File: src/rtl/core/frequency_response_multiplier_top_assert.svh
// Assertion macros shared by the frequency response multiplier RTL.
`ifndef FREQUENCY_RESPONSE_MULTIPLIER_TOP_ASSERT_SVH
`define FREQUENCY_RESPONSE_MULTIPLIER_TOP_ASSERT_SVH

// Same-cycle implication, sampled on clk and disabled while rst is high.
`define FRM_ASSERT_NOW(label, ante, cons, msg) \
  label: assert property (@(posedge clk) disable iff (rst) (ante) |-> (cons)) \
    else $error(msg);

// Next-cycle implication, sampled on clk and disabled while rst is high.
`define FRM_ASSERT_NEXT(label, ante, cons, msg) \
  label: assert property (@(posedge clk) disable iff (rst) (ante) |=> (cons)) \
    else $error(msg);

`endif

File: src/rtl/core/frm_pkg.sv
// Types and constants shared by the frequency response multiplier modules.
package frm_pkg;

  localparam int BINS_DEF  = 1024;
  localparam int SLOTS     = 4;
  localparam int BIN_W     = 10;
  localparam int BIN_SPAN  = 1 << BIN_W;
  localparam int SMP_W     = 16;
  localparam int COEF_W    = 2 * SMP_W;
  localparam int LANE_W    = 2 * SMP_W + 1;
  localparam int ACC_W     = LANE_W + 2;
  localparam int FRAC_SHIFT = 14;

  localparam int CFG_IDX_W  = 1;
  localparam int CFG_DATA_W = 3;

  localparam logic [CFG_IDX_W-1:0] REG_JONES_MODE   = 1'd0;
  localparam logic [CFG_IDX_W-1:0] REG_FILTER_COUNT = 1'd1;

  localparam logic [2:0] FILTER_COUNT_RST = 3'd2;

  localparam logic FUNC_LOAD  = 1'b0;
  localparam logic FUNC_APPLY = 1'b1;

  typedef struct packed {
    logic                    func;
    logic [BIN_W-1:0]        bin;
    logic [1:0]              slot;
    logic [1:0]              pol;
    logic signed [SMP_W-1:0] a_re;
    logic signed [SMP_W-1:0] a_im;
    logic signed [SMP_W-1:0] b_re;
    logic signed [SMP_W-1:0] b_im;
  } frm_in_t;

  typedef struct packed {
    logic signed [SMP_W-1:0] out_a_re;
    logic signed [SMP_W-1:0] out_a_im;
    logic signed [SMP_W-1:0] out_b_re;
    logic signed [SMP_W-1:0] out_b_im;
    logic                    saturated;
  } frm_out_t;

  typedef struct packed {
    logic signed [SMP_W-1:0] re;
    logic signed [SMP_W-1:0] im;
  } frm_cplx_t;

  typedef struct packed {
    logic signed [LANE_W-1:0] re;
    logic signed [LANE_W-1:0] im;
  } frm_lane_sum_t;

  typedef struct packed {
    logic mem_en;
    logic wr_en;
    logic mul_en;
    logic sum_en;
  } frm_lane_ctl_t;

  typedef struct packed {
    logic acc_en;
    logic out_en;
  } frm_merge_ctl_t;

endpackage

File: src/rtl/core/frm_merge.sv
// Combines lane products, rounds to Q1.15 and saturates into the result register.
module frm_merge
  import frm_pkg::*;
(
  input  logic           clk,
  input  frm_merge_ctl_t ctl,
  input  logic           jones,
  input  logic [1:0]     sel,
  input  frm_lane_sum_t  lanes [SLOTS],
  output frm_out_t       result
);

  localparam logic signed [ACC_W-1:0] ROUND_BIAS = ACC_W'(1 << (FRAC_SHIFT - 1));

  logic signed [ACC_W-1:0] acc_a_re, acc_a_im, acc_b_re, acc_b_im;
  logic [SMP_W:0] q_a_re, q_a_im, q_b_re, q_b_im;

  // Returns the clip flag above the 16-bit value.
  function automatic logic [SMP_W:0] round_sat(input logic signed [ACC_W-1:0] acc);
    logic signed [ACC_W-FRAC_SHIFT-1:0] t;
    t = acc[ACC_W-1:FRAC_SHIFT];
    if (t > (ACC_W-FRAC_SHIFT)'(32767)) begin
      return {1'b1, 16'h7FFF};
    end else if (t < -(ACC_W-FRAC_SHIFT)'(32768)) begin
      return {1'b1, 16'h8000};
    end else begin
      return {1'b0, t[SMP_W-1:0]};
    end
  endfunction

  always_ff @(posedge clk) begin
    if (ctl.acc_en) begin
      if (jones) begin
        acc_a_re <= ACC_W'(lanes[0].re) + ACC_W'(lanes[3].re) + ROUND_BIAS;
        acc_a_im <= ACC_W'(lanes[0].im) + ACC_W'(lanes[3].im) + ROUND_BIAS;
        acc_b_re <= ACC_W'(lanes[1].re) + ACC_W'(lanes[2].re) + ROUND_BIAS;
        acc_b_im <= ACC_W'(lanes[1].im) + ACC_W'(lanes[2].im) + ROUND_BIAS;
      end else begin
        acc_a_re <= ACC_W'(lanes[sel].re) + ROUND_BIAS;
        acc_a_im <= ACC_W'(lanes[sel].im) + ROUND_BIAS;
        acc_b_re <= '0;
        acc_b_im <= '0;
      end
    end
  end

  assign q_a_re = round_sat(acc_a_re);
  assign q_a_im = round_sat(acc_a_im);
  assign q_b_re = round_sat(acc_b_re);
  assign q_b_im = round_sat(acc_b_im);

  always_ff @(posedge clk) begin
    if (ctl.out_en) begin
      result.out_a_re  <= q_a_re[SMP_W-1:0];
      result.out_a_im  <= q_a_im[SMP_W-1:0];
      result.out_b_re  <= q_b_re[SMP_W-1:0];
      result.out_b_im  <= q_b_im[SMP_W-1:0];
      result.saturated <= q_a_re[SMP_W] | q_a_im[SMP_W] | q_b_re[SMP_W] | q_b_im[SMP_W];
    end
  end

endmodule

File: config.mk
export PLATFORM = sky130hd
export DESIGN_NAME = frm_merge
export DESIGN_NICKNAME = d
export VERILOG_FILES = /design/src/rtl/core/frequency_response_multiplier_top_assert.svh /design/src/rtl/core/frm_pkg.sv /design/src/rtl/core/frm_merge.sv
export SDC_FILE = /design/constraint.sdc
export NUM_CORES = 1
export LEC_CHECK = 0
export BUFFER_PORTS_ARGS = -buffer_cell sky130_fd_sc_hd__buf_2
export CAP_MARGIN = 20
export CORE_MARGIN = 2
export CORE_UTILIZATION = 50
export CTS_CLUSTER_SIZE = 10
export DETAILED_ROUTE_END_ITERATION = 12
export PLACE_DENSITY_LB_ADDON = 0.12
export SLEW_MARGIN = 20
export SYNTH_ARGS = -nofsm -noshare
export SYNTH_HDL_FRONTEND = slang
export SYNTH_SLANG_ARGS = --single-unit
File: constraint.sdc
create_clock -name clk -period 2.8 [get_ports clk]
set_clock_uncertainty 0.05 [all_clocks]
set_input_delay 0.14 -clock clk [delete_from_list [all_inputs] [get_ports clk]]
set_output_delay 0.14 -clock clk [all_outputs]
set_load 0.02 [all_outputs]
==> flow_metrics.tcl <==
set metrics [dict create \
    layout-drive-gt1-share_pct 30.24 \
    grt_pass1_vias 11620 \
    finalWirelength_um 38460 \
    min_period_ns 2.701 \
    cts_hold_buf 0 \
    cts-buffers-inserted 17 \
    global_route.usage.met1_pct 36.52 \
    floorplan.initialDensity_pct 50.62 \
    timing.critical_path.cells "buf_2 -> ha_1 -> ha_1 -> a21o_1 -> a21o_1 -> a221o_1 -> a21o_1 -> a21o_1 -> a211o_4 -> or4_1 -> nand3_1" \
    global_route_track_usage_on_met3_pct 4.579 \
    syn_nets 1848 \
    synth.avg_cell_area_um2 10.62 \
    postSynthCellCount 1320 \
    clk_latency_ns 0.44 \
    pwr_density_cell_mw_per_mm2 474.4 \
    holdCritPathClass "in2reg" \
    multi_input_gate_area_mm2 0.009263 \
    path_common_cell "sky130_fd_sc_hd__a21o_1" \
    hold-path-cell-count 2 \
    worst-slew-pin-transition_ns 0.5721 \
    cp.depth 11 \
    area_growth_pct 24.52 \
    drt_drc_violations_left 0 \
    crit-reg2reg-capture "result[0]" \
    layout.area.seq_mm2 0.004474 \
    drt.antenna.violating_nets 0 \
    crit_fanout 5 \
    drc_marker_count_from_the_first_detailed_route_iteration 664 \
    timing.critical_path.arrival_ns 2.95 \
    critical_path_buf_inv_count 1 \
    static_power_due_to_leakage_nw 8.547 \
    core-area_mm2 0.02771 \
    slew-limit-headroom_pct 61.86 \
    synth_async_sr_flop_share_pct 0 \
    number_of_placement_rows 61 \
    final_core_util_pct 63.04 \
    num_clock_sinks 149 \
    status "complete, no violations" \
    total_congestion_overflow_after_global_routing 0 \
    yosys_register_bits 149 \
    hold_viol_final 0 \
    kind_of_cell_adding_the_most_delay_to_the_critical_path "compound AO/OA/AOI/OAI gates" \
    die_h_um 171.5 \
    min_period_over_period_pct 96.47 \
    grt_busiest_layer "met2" \
    dp_cells 2092 \
    grt_first_pass_wirelength_um 59820 \
    worstPathRequired_ns 3.05 \
    postCtsSetupRepairBufs 0 \
    drt_pass1_iterations 5 \
    report.final.slew_viol_count 0 \
    count_of_flip_flops_with_a_built_in_enable_after_synthesis 149 \
    largest_net_degree_at_the_start_of_global_routing 66 \
    maxClockFrequency_ghz 0.3702 \
    grtUsageTotal_pct 26.44 \
    critPathMaxStageDelay_ns 0.43 \
    timing.rr.start "acc_a_re[33]" \
    finalNonFillerCells 2130 \
    detail_route.vias_per_cell 5.686 \
    h-tree-depth 4 \
    postSynth.topFlopCell "sky130_fd_sc_hd__edfxtp_1" \
    via_total_after_detailed_routing 12110 \
    clockBufferDepth 2 \
    clock_transition_at_the_register_clock_pins_on_the_worst_setup_and_hold_paths_after_cts_ns 0.06 \
    worst_ir_drop_vdd_mv 0.4343 \
    gpl.final_weighted_congestion 0.8991 \
    ctsRootBufferMaster "sky130_fd_sc_hd__clkbuf_16" \
    post_cts_resized 0 \
    holdWs_ns 0.1524 \
    place.detailed.hpwl_um 31520 \
    r2r_slack_ns 1.07 \
    groute.layer.met2.usage_pct 42.50 \
    layout.nets 2262 \
    netlist.top_cell.by_area "sky130_fd_sc_hd__edfxtp_1" \
    timing.reg2reg.worst_path_depth 6 \
    yosys.cell_count.top_type "sky130_fd_sc_hd__ha_1" \
    synth.top_cells.by_area "sky130_fd_sc_hd__edfxtp_1 (32%), sky130_fd_sc_hd__ha_1 (23%), sky130_fd_sc_hd__a21o_1 (6.7%), sky130_fd_sc_hd__mux4_2 (3.7%), sky130_fd_sc_hd__a21oi_1 (3.1%)" \
    grt_antenna_before_repair 6 \
    port-buffer-count 334 \
    timing.critical_path.to_type "register" \
    total_i_o_pin_count 335 \
    yosysSeqAreaShare_pct 31.90 \
    synth_top_area_share_pct 31.90 \
    fp.dieW_um 171.5 \
    synth.distinct_cells 74 \
    synthesis.area_mm2 0.01402 \
    wl_per_cell_um 18.06 \
    max-cap-violations 0 \
    setup_tns_final_ns 0 \
    fp.dieArea_mm2 0.02941 \
    cts_tree "yes" \
    min-delay-start "ctl[0]" \
    yosys-top-cells-count "sky130_fd_sc_hd__ha_1 (258), sky130_fd_sc_hd__edfxtp_1 (149), sky130_fd_sc_hd__a21o_1 (126), sky130_fd_sc_hd__a21oi_1 (87), sky130_fd_sc_hd__nor2_1 (82)" \
    critical-path-slowest-cell "sky130_fd_sc_hd__a221o_1" \
    worst-setup-path-type "in2reg" \
    critical_path_source_type "primary input" \
    yosysWarningCount 0 \
    final-setup-viol-count 0 \
    layout.filler_cells 2352 \
    hold_end "result[26]" \
]
## worst max path at each step
stage / startpoint / endpoint / slack [ns]
after detailed placement: lanes[76] / acc_b_im[31] / -0.43
final: lanes[110] / acc_b_re[30] / 0.1
after CTS: lanes[76] / acc_b_im[31] / 0.02
after global routing: lanes[13] / acc_a_im[32] / -0.008
after floorplan: lanes[13] / acc_a_im[32] / -0.01
after global placement: lanes[76] / acc_b_im[31] / -0.36
## registers in the layout (all words and copies together), names as in the netlist
| name | cells |
|---|---|
| result | 65 |
| acc_a_im | 21 |
| acc_a_re | 21 |
| acc_b_im | 21 |
| acc_b_re | 21 |
## cell usage in the layout, fill, tap and decap left out, drive strengths merged, types with 6 or more instances in the layout
| cell | count |
|---|---|
| nand4 | 17 |
| xnor2 | 40 |
| nor4 | 11 |
| nand2 | 75 |
| buf | 435 |
| clkbuf | 18 |
| o21a | 7 |
| a211oi | 12 |
| and3 | 28 |
| nand3 | 34 |
| o211ai | 8 |
| xor2 | 49 |
| edfxtp | 149 |
| a21o | 126 |
| nor3 | 27 |
| diode | 6 |
| nor2b | 8 |
| mux4 | 40 |
| a21oi | 87 |
| o21bai | 9 |
| o21ai | 49 |
| inv | 51 |
| nand2b | 9 |
| and2 | 14 |
| a31oi | 12 |
| nor2 | 82 |
| mux2i | 13 |
| o31ai | 6 |
| or2 | 7 |
| ha | 258 |
## metrics by stage
step	cell area, um^2	power (W)	setup slack [ns]
after CTS	17350	0.008277	0.01608
after floorplan	14050	0.004925	-0.01022
after detailed placement	16790	0.006076	-0.4259
after global routing	17450	0.008772	-0.008336
after global placement	16790	0.006021	-0.3641
final	17460	0.008285	0.09875
## cells by family after synthesis
group | share of synthesized area (%)
flip-flops | 31.90
multiplexers | 7.878
adder cells (fa/ha/maj) | 23.02
buffers and inverters | 2.935
XOR/XNOR | 5.558
AO/OA/AOI/OAI | 17.10
AND/OR/NAND/NOR | 11.61
## power by group
| group | total [W] | internal (W) | switching (W) |
|---|---|---|---|
| logic | 0.00313 | 0.00144 | 0.00169 |
| registers | 0.00297 | 0.00285 | 0.000120 |
| clock network | 0.00218 | 0.00122 | 0.000954 |
## layout make-up
class | count | share of cell area, %
clock buffer | 17 | 2.436
antenna | 6 | 0.08597
multi-input combinational | 1084 | 53.04
clock inverter | 14 | 0.7236
inverter | 46 | 0.9887
sequential | 149 | 25.62
tap | 378 | 2.708
timing repair buffer | 436 | 14.40
## per-layer routing
metal,wire [um],share of wire [%]
met1,17320,45
met2,17550,46
met3,2776,7.2
met4,792,2.1
met5,23,0.060
(Power assumes the default switching activity.)
