[config.mk]
export PLATFORM = sky130hd
export DESIGN_NAME = frm_wrap
export DESIGN_NICKNAME = d
export VERILOG_FILES = /design/src/rtl/core/frequency_response_multiplier_top_assert.svh /design/src/rtl/core/frm_pkg.sv /design/src/rtl/core/frm_wrap.sv
export SDC_FILE = /design/constraint.sdc
export NUM_CORES = 1
export LEC_CHECK = 0
export BUFFER_PORTS_ARGS = -buffer_cell sky130_fd_sc_hd__buf_2
export CORE_ASPECT_RATIO = 1.1
export CORE_MARGIN = 2
export CORE_UTILIZATION = 23
export DETAILED_ROUTE_END_ITERATION = 16
export PLACE_DENSITY = 0.41
export REMOVE_ABC_BUFFERS = 1
export SYNTH_ARGS = -nofsm -noshare
export SYNTH_HDL_FRONTEND = slang
export SYNTH_SLANG_ARGS = --single-unit
[constraint.sdc]
create_clock -name clk -period 0.9 [get_ports clk]
set_input_delay 0.135 -clock clk [delete_from_list [all_inputs] [get_ports clk]]
set_output_delay 0.135 -clock clk [all_outputs]
set_load 0.02 [all_outputs]
[src/rtl/core/frequency_response_multiplier_top_assert.svh]
// Assertion macros shared by the frequency response multiplier RTL.
`ifndef FREQUENCY_RESPONSE_MULTIPLIER_TOP_ASSERT_SVH
`define FREQUENCY_RESPONSE_MULTIPLIER_TOP_ASSERT_SVH

// Same-cycle implication, sampled on clk and disabled while rst is high.
`define FRM_ASSERT_NOW(label, ante, cons, msg) \
  label: assert property (@(posedge clk) disable iff (rst) (ante) |-> (cons)) \
    else $error(msg);

// Next-cycle implication, sampled on clk and disabled while rst is high.
`define FRM_ASSERT_NEXT(label, ante, cons, msg) \
  label: assert property (@(posedge clk) disable iff (rst) (ante) |=> (cons)) \
    else $error(msg);

`endif

[src/rtl/core/frm_pkg.sv]
// Types and constants shared by the frequency response multiplier modules.
package frm_pkg;

  localparam int BINS_DEF  = 1024;
  localparam int SLOTS     = 4;
  localparam int BIN_W     = 10;
  localparam int BIN_SPAN  = 1 << BIN_W;
  localparam int SMP_W     = 16;
  localparam int COEF_W    = 2 * SMP_W;
  localparam int LANE_W    = 2 * SMP_W + 1;
  localparam int ACC_W     = LANE_W + 2;
  localparam int FRAC_SHIFT = 14;

  localparam int CFG_IDX_W  = 1;
  localparam int CFG_DATA_W = 3;

  localparam logic [CFG_IDX_W-1:0] REG_JONES_MODE   = 1'd0;
  localparam logic [CFG_IDX_W-1:0] REG_FILTER_COUNT = 1'd1;

  localparam logic [2:0] FILTER_COUNT_RST = 3'd2;

  localparam logic FUNC_LOAD  = 1'b0;
  localparam logic FUNC_APPLY = 1'b1;

  typedef struct packed {
    logic                    func;
    logic [BIN_W-1:0]        bin;
    logic [1:0]              slot;
    logic [1:0]              pol;
    logic signed [SMP_W-1:0] a_re;
    logic signed [SMP_W-1:0] a_im;
    logic signed [SMP_W-1:0] b_re;
    logic signed [SMP_W-1:0] b_im;
  } frm_in_t;

  typedef struct packed {
    logic signed [SMP_W-1:0] out_a_re;
    logic signed [SMP_W-1:0] out_a_im;
    logic signed [SMP_W-1:0] out_b_re;
    logic signed [SMP_W-1:0] out_b_im;
    logic                    saturated;
  } frm_out_t;

  typedef struct packed {
    logic signed [SMP_W-1:0] re;
    logic signed [SMP_W-1:0] im;
  } frm_cplx_t;

  typedef struct packed {
    logic signed [LANE_W-1:0] re;
    logic signed [LANE_W-1:0] im;
  } frm_lane_sum_t;

  typedef struct packed {
    logic mem_en;
    logic wr_en;
    logic mul_en;
    logic sum_en;
  } frm_lane_ctl_t;

  typedef struct packed {
    logic acc_en;
    logic out_en;
  } frm_merge_ctl_t;

endpackage

[src/rtl/core/frm_wrap.sv]
// Two-stage bin index wrap: bin modulo BINS, by reciprocal multiplication when BINS is below the bin span.
module frm_wrap
  import frm_pkg::*;
#(
  parameter int BINS = BINS_DEF,
  localparam int AW = $clog2(BINS)
) (
  input  logic             clk,
  input  logic             en1,
  input  logic             en2,
  input  logic [BIN_W-1:0] bin,
  output logic [AW-1:0]    addr
);

  logic [BIN_W-1:0] bin1;

  always_ff @(posedge clk) begin
    if (en1) begin
      bin1 <= bin;
    end
  end

  if (BINS < BIN_SPAN) begin : g_wrap
    // With a rounded-up reciprocal the quotient of a 10-bit bin is exact.
    localparam int RW = 2 * BIN_W;
    localparam logic [RW-1:0] RECIP = RW'(((1 << RW) + BINS - 1) / BINS);
    localparam int PW = RW + BIN_W;

    logic [PW-1:0]    prod;
    logic [BIN_W-1:0] quot;
    logic [RW-1:0]    back;
    logic [BIN_W-1:0] rem;

    assign prod = PW'(bin) * PW'(RECIP);

    always_ff @(posedge clk) begin
      if (en1) begin
        quot <= prod[PW-1:RW];
      end
    end

    assign back = RW'(quot) * RW'(BINS);
    assign rem  = bin1 - back[BIN_W-1:0];

    always_ff @(posedge clk) begin
      if (en2) begin
        addr <= rem[AW-1:0];
      end
    end
  end else begin : g_pass
    always_ff @(posedge clk) begin
      if (en2) begin
        addr <= AW'(bin1);
      end
    end
  end

endmodule

==> results of run 1 <==
synth_stat cells:
| cell | instances |
|---|---|
| edfxtp_1 | 20 |
registers in the layout (all words and copies together) (netlist names):
| register | cells |
|---|---|
| bin1 | 10 |
| addr | 10 |
cells by family after synthesis:
| logic type | synth area share |
|---|---|
| flip-flops | 1.000 |
worst max path at each step:
stage                           start                end  slack, ps  cells past startpoint
floorplan           bin1[0]$_DFFE_PP_  addr[0]$_DFFE_PP_        310                      0
global placement                  en2  addr[5]$_DFFE_PP_        220                      1
detailed placement                en2  addr[9]$_DFFE_PP_        220                      1
CTS                 addr[7]$_DFFE_PP_            addr[7]        -80                      1
global route        addr[7]$_DFFE_PP_            addr[7]       -110                      1
finish              addr[7]$_DFFE_PP_            addr[7]        -60                      1
area by class of cell:
class	count	area, um^2
sequential	20	600.6
tap	31	38.79
clock buffer	3	22.52
timing repair buffer	22	153.9
fill	234	1680
where the power goes:
part | internal (mW) | switching, mW
logic | 0.0608 | 0.0678
registers | 1.10 | 0.0185
clock network | 0.155 | 0.218
total | 1.32 | 0.304
routing by layer:
metal,track usage,up-vias
li1,-,132
met1,0.05317,107
met2,0.07679,12
met3,0.01571,0
met4,0.05495,0
met5,0,-
through the flow:
step                      power (mW)  cell area, um^2  hold WS [ps]  std cells  worst slack [ps]
after global placement         1.248            749.5         311.9         73             216.1
after global routing           1.687            815.8         7.638         76            -106.6
after CTS                      1.619            772.0         12.15         76            -81.30
final                          1.623            815.8         24.20         76            -59.61
after floorplan                1.178            600.6         233.9         20             311.2
after detailed placement       1.248            749.5         313.1         73             217.6
layout by cell type (no fill, tap or decap):
master | netlist | layout
edfxtp_1 | 20 | 20
buf_2 | 0 | 15
buf_6 | 0 | 7
clkbuf_4 | 0 | 3
repair_timing:
item                       CTS  global route
resized for setup            0            14
setup endpoints to repair   10            10
setup buffers                0             0
==> impl_metrics.toml, run 1 <==
[die]
start_util = 0.2406
die-area_um2 = 3036
die_h_um = 57.60
core_um2 = 2496
io_pins = 23
die_w_um = 52.72
rows = 19

[route]
ant_nets = 0
drc = 0
vias = 251
wl_met2_um = 415
wire_per_inst_um = 9.145
highest_layer = "met3"
met1_length_um = 230
drt-initial-drc-count = 8
wl_met3_um = 50
wirelength_um = 695
dr.pass1.iters = 2
vias_per_cell = 3.303

[cells_and_area]
n_antenna_cell = 0
multi_input_area_um2 = 0
drive_gt1_frac = 0.5556
multi_input_cells = 0
final_nets = 60
final_core_utilization = 0.3268
area_growth_syn_to_layout_pct = 35.83

[worst_setup_path]
r2r-end = "addr[0]$_DFFE_PP_"
path_class = "reg2out"
max_stage_delay_ps = 400
crit_path_top_delay_cell = "edfxtp_1"
cp-end-kind = "output port"
cp.required_ps = 760
path_max_fanout = 1
reg2reg_slack_ps = 280
rr_startpoint = "bin1[0]$_DFFE_PP_"
r2r_cells = 0
path_buf_inv = 1
crit_chain = "buf_6"
crit_path_start_kind = "flip-flop"
cp_top_family = "flip-flops"
worst_ep_arrival_time_ps = 820

[power_and_ir_drop]
leakagePower_nw = 0.3109
p_per_area_nw_per_um2 = 1990
ir_worst_vdd_uv = 1057

[clock_tree]
clock-sinks = 20
cts_max_level = 1
cts_hold_buf = 0
cts_tree = "done"
worstSkewPairLatency_ps = 280
cts_inserted_buffers = 3
cts-root-buf = "clkbuf_4"
cts.path.max_buffers = 2
cts.clk_slew.worst_paths_ps = 90

[synth]
syn_inst = 20
synth_top_area_frac = 1.000
synth_area_um2 = 600.6
ys_ff_latch = 20
yosys_warnings = 0
synth_top_area_cell = "edfxtp_1"
synth_area_leaders = "edfxtp_1 (100%)"
syn_avg_cell_area_um2 = 30.03
ys_seq_area_frac = 1.000
synthDistinctLibCells = 1

[timing]
setup_viol = 10
hold_viol_final = 0
layout_setup_ws_ps = -59.61
layout_min_cycle_time_ps = 959.6
worst_slew_pin_slew_ps = 215.4
finalCritPeriodShare = 1.066
skew_ps = 0.5846
finalMaxSlewViolations = 0
fmax_mhz = 1042
relSlewSlack = 0.8564
fin_tns_setup_ps = -451.3
grt_setup_unrepaired = "yes"

[global_routing]
grt.total_usage = 0.05130
antenna_found_initial = 0
grt_first_pass_wirelength_um = 1021
grt_max_degree = 11
grt-ovfl-total = 0
grt_pass1_vias = 262

[hold_path]
worstHoldPathCells = 1
min_path_type = "in2reg"
min-delay-start = "bin[0]"
holdPathEnd = "bin1[0]$_DFFE_PP_"

[place]
portBuffers = 22
gp_congestion = 0.5781

[run_status]
violations = "setup timing"
status = "complete, but fails checks"

[job]
cap_violations = 0
Power figures use the tool's default switching activity.
==> inputs of run 2 (changes only) <==
Settings changed: BUFFER_PORTS_ARGS -buffer_cell sky130_fd_sc_hd__buf_2 to default, DONT_BUFFER_PORTS from default to 1, PLACE_DENSITY 0.41 to 0.33.
==> run 2 against run 1 <==
- the run ends with hold timing, setup timing left
- worst setup slack better by 41 ps
- utilization is 2.2 points lower
- register-to-register slack hardly changed
- routed wire length is 9.2% higher
- clock-buffer cell count stayed put
- highest routed layer unchanged
- fmax is 4.5% higher
==> impl_metrics.toml, run 2 (same netlist as run 1, synthesis figures left out) <==
[run_status]
status = "complete, but fails checks"
violations = "hold timing, setup timing"

[place]
place_area_um2 = 639.4
dp_cells = 51
pre_cts_slack_ps = 279.2
gp_congestion = 0.5671
portBuffers = 0

[die]
die-area_um2 = 3036
start_util = 0.2406
rows = 19
core_um2 = 2496
die_w_um = 52.72
io_pins = 23
die_h_um = 57.60

[timing]
layout_setup_ws_ps = -18.40
relSlewSlack = 0.8567
grt_setup_unrepaired = "yes"
skew_ps = 0.4802
hold_ws_ps = -47.98
hold_viol_final = 20
fmax_mhz = 1089
worst_slew_pin_slew_ps = 215.4
finalCritPeriodShare = 1.020
finalMaxSlewViolations = 0
setup_viol = 10
layout_min_cycle_time_ps = 918.4

[power_and_ir_drop]
p_seq_frac = 0.731
internal-power_mw = 1.290
power.share.clock = 0.247
ir_worst_vdd_uv = 860.5
power_mw = 1.589
swShare = 0.1877
leakagePower_nw = 0.2513
p_per_area_nw_per_um2 = 2085
p_sw_mw = 0.2982
combPwrFrac = 0.022

[worst_setup_path]
r2r-end = "addr[4]$_DFFE_PP_"
cp-end-kind = "output port"
crit_path_start_kind = "flip-flop"
reg2reg_slack_ps = 270
cp.required_ps = 760
rr_startpoint = "bin1[4]$_DFFE_PP_"
r2r_cells = 0
worst_ep_arrival_time_ps = 780
path_max_fanout = 1
path_class = "reg2out"

[hold_path]
min-delay-start = "en2"
min_path_type = "in2reg"
worstHoldPathCells = 0
holdPathEnd = "addr[8]$_DFFE_PP_"

[clock_tree]
cts_tree = "done"
cts_hold_buf = 10
worstSkewPairLatency_ps = 280
clock-sinks = 20
cts.path.max_buffers = 2
cts_inserted_buffers = 3
cts.clk_slew.worst_paths_ps = 100
cts-root-buf = "clkbuf_4"
cts_max_level = 1

[cells_and_area]
most-common-layout-cells = "edfxtp_1 (20), dlygate4sd3_1 (10), clkbuf_4 (3)"
fin_area_um2 = 762.0
num-fill-cells = 260
final_common_cell = "edfxtp_1"
multi_input_area_um2 = 0
n_antenna_cell = 0
reg.largest.list = "addr x10, bin1 x10"
area_growth_syn_to_layout_pct = 26.88
seq_area_um2 = 600.6
multi_input_cells = 0
layout.cells.non_filler = 64
final_nets = 48
drive_gt1_frac = 0.09091

[global_routing]
grt_first_pass_wirelength_um = 1193
grt_max_degree = 11
antenna_found_initial = 0
grt_pass1_vias = 279
grt.total_usage = 0.06260
grt-ovfl-total = 0

[route]
vias_per_cell = 3.703
wirelength_um = 759
drt-initial-drc-count = 9
wire_per_inst_um = 11.86
dr.pass1.iters = 4
drc = 0
vias = 237
ant_nets = 0

[job]
cap_violations = 0
[run 2: area by class of cell]
class / count / area share
Clock buffer: 3 / 0.02956
Sequential cell: 20 / 0.7882
Timing Repair Buffer: 10 / 0.1314
Tap cell: 31 / 0.05090
[run 2: what timing repair did]
item                                    in CTS  in global routing
gates cloned                                 0                  0
buffers inserted                             0                  0
endpoints found under the setup margin      10                 10
resized for setup                            0                  0
pin swaps                                    0                  0
endpoints found under the hold margin       30                 20
[run 2: per-stage QoR]
step           setup TNS, ps  utilization  hold slack (ps)
2_1_floorplan              0            -            233.9
3_3_place_gp               0       0.2561            233.9
3_5_place_dp               0       0.2561            233.9
4_1_cts               -286.9       0.3053           -61.51
5_1_grt               -529.6       0.3053           -78.59
6_report              -114.1       0.3053           -47.98
[run 2: power by group through the flow]
stage | Combinational, mW | Clock (mW) | Sequential [mW]
floorplan | 0 | 0 | 1.18
global placement | 0 | 0 | 1.18
detailed placement | 0 | 0 | 1.19
CTS | 0.0340 | 0.411 | 1.16
global route | 0.0380 | 0.454 | 1.17
finish | 0.0343 | 0.393 | 1.16
[run 2: worst max-delay path by stage]
| stage | from | end | depth (start not counted) |
|---|---|---|---|
| after CTS | addr[0]$_DFFE_PP_ | addr[0] | 0 |
| after floorplan | bin1[0]$_DFFE_PP_ | addr[0]$_DFFE_PP_ | 0 |
| after detailed placement | bin1[4]$_DFFE_PP_ | addr[4]$_DFFE_PP_ | 0 |
| after global placement | bin1[8]$_DFFE_PP_ | addr[8]$_DFFE_PP_ | 0 |
| after global routing | addr[9]$_DFFE_PP_ | addr[9] | 0 |
| final | addr[0]$_DFFE_PP_ | addr[0] | 0 |
[run 2: metal layers]
metal,global-route usage,part of all wire,vias to the layer above
met3,0.03665,0.084,0
met1,0.04795,0.32,116
li1,-,-,106
met4,0.05495,0,0
met2,0.1054,0.59,15
met5,0,0,-
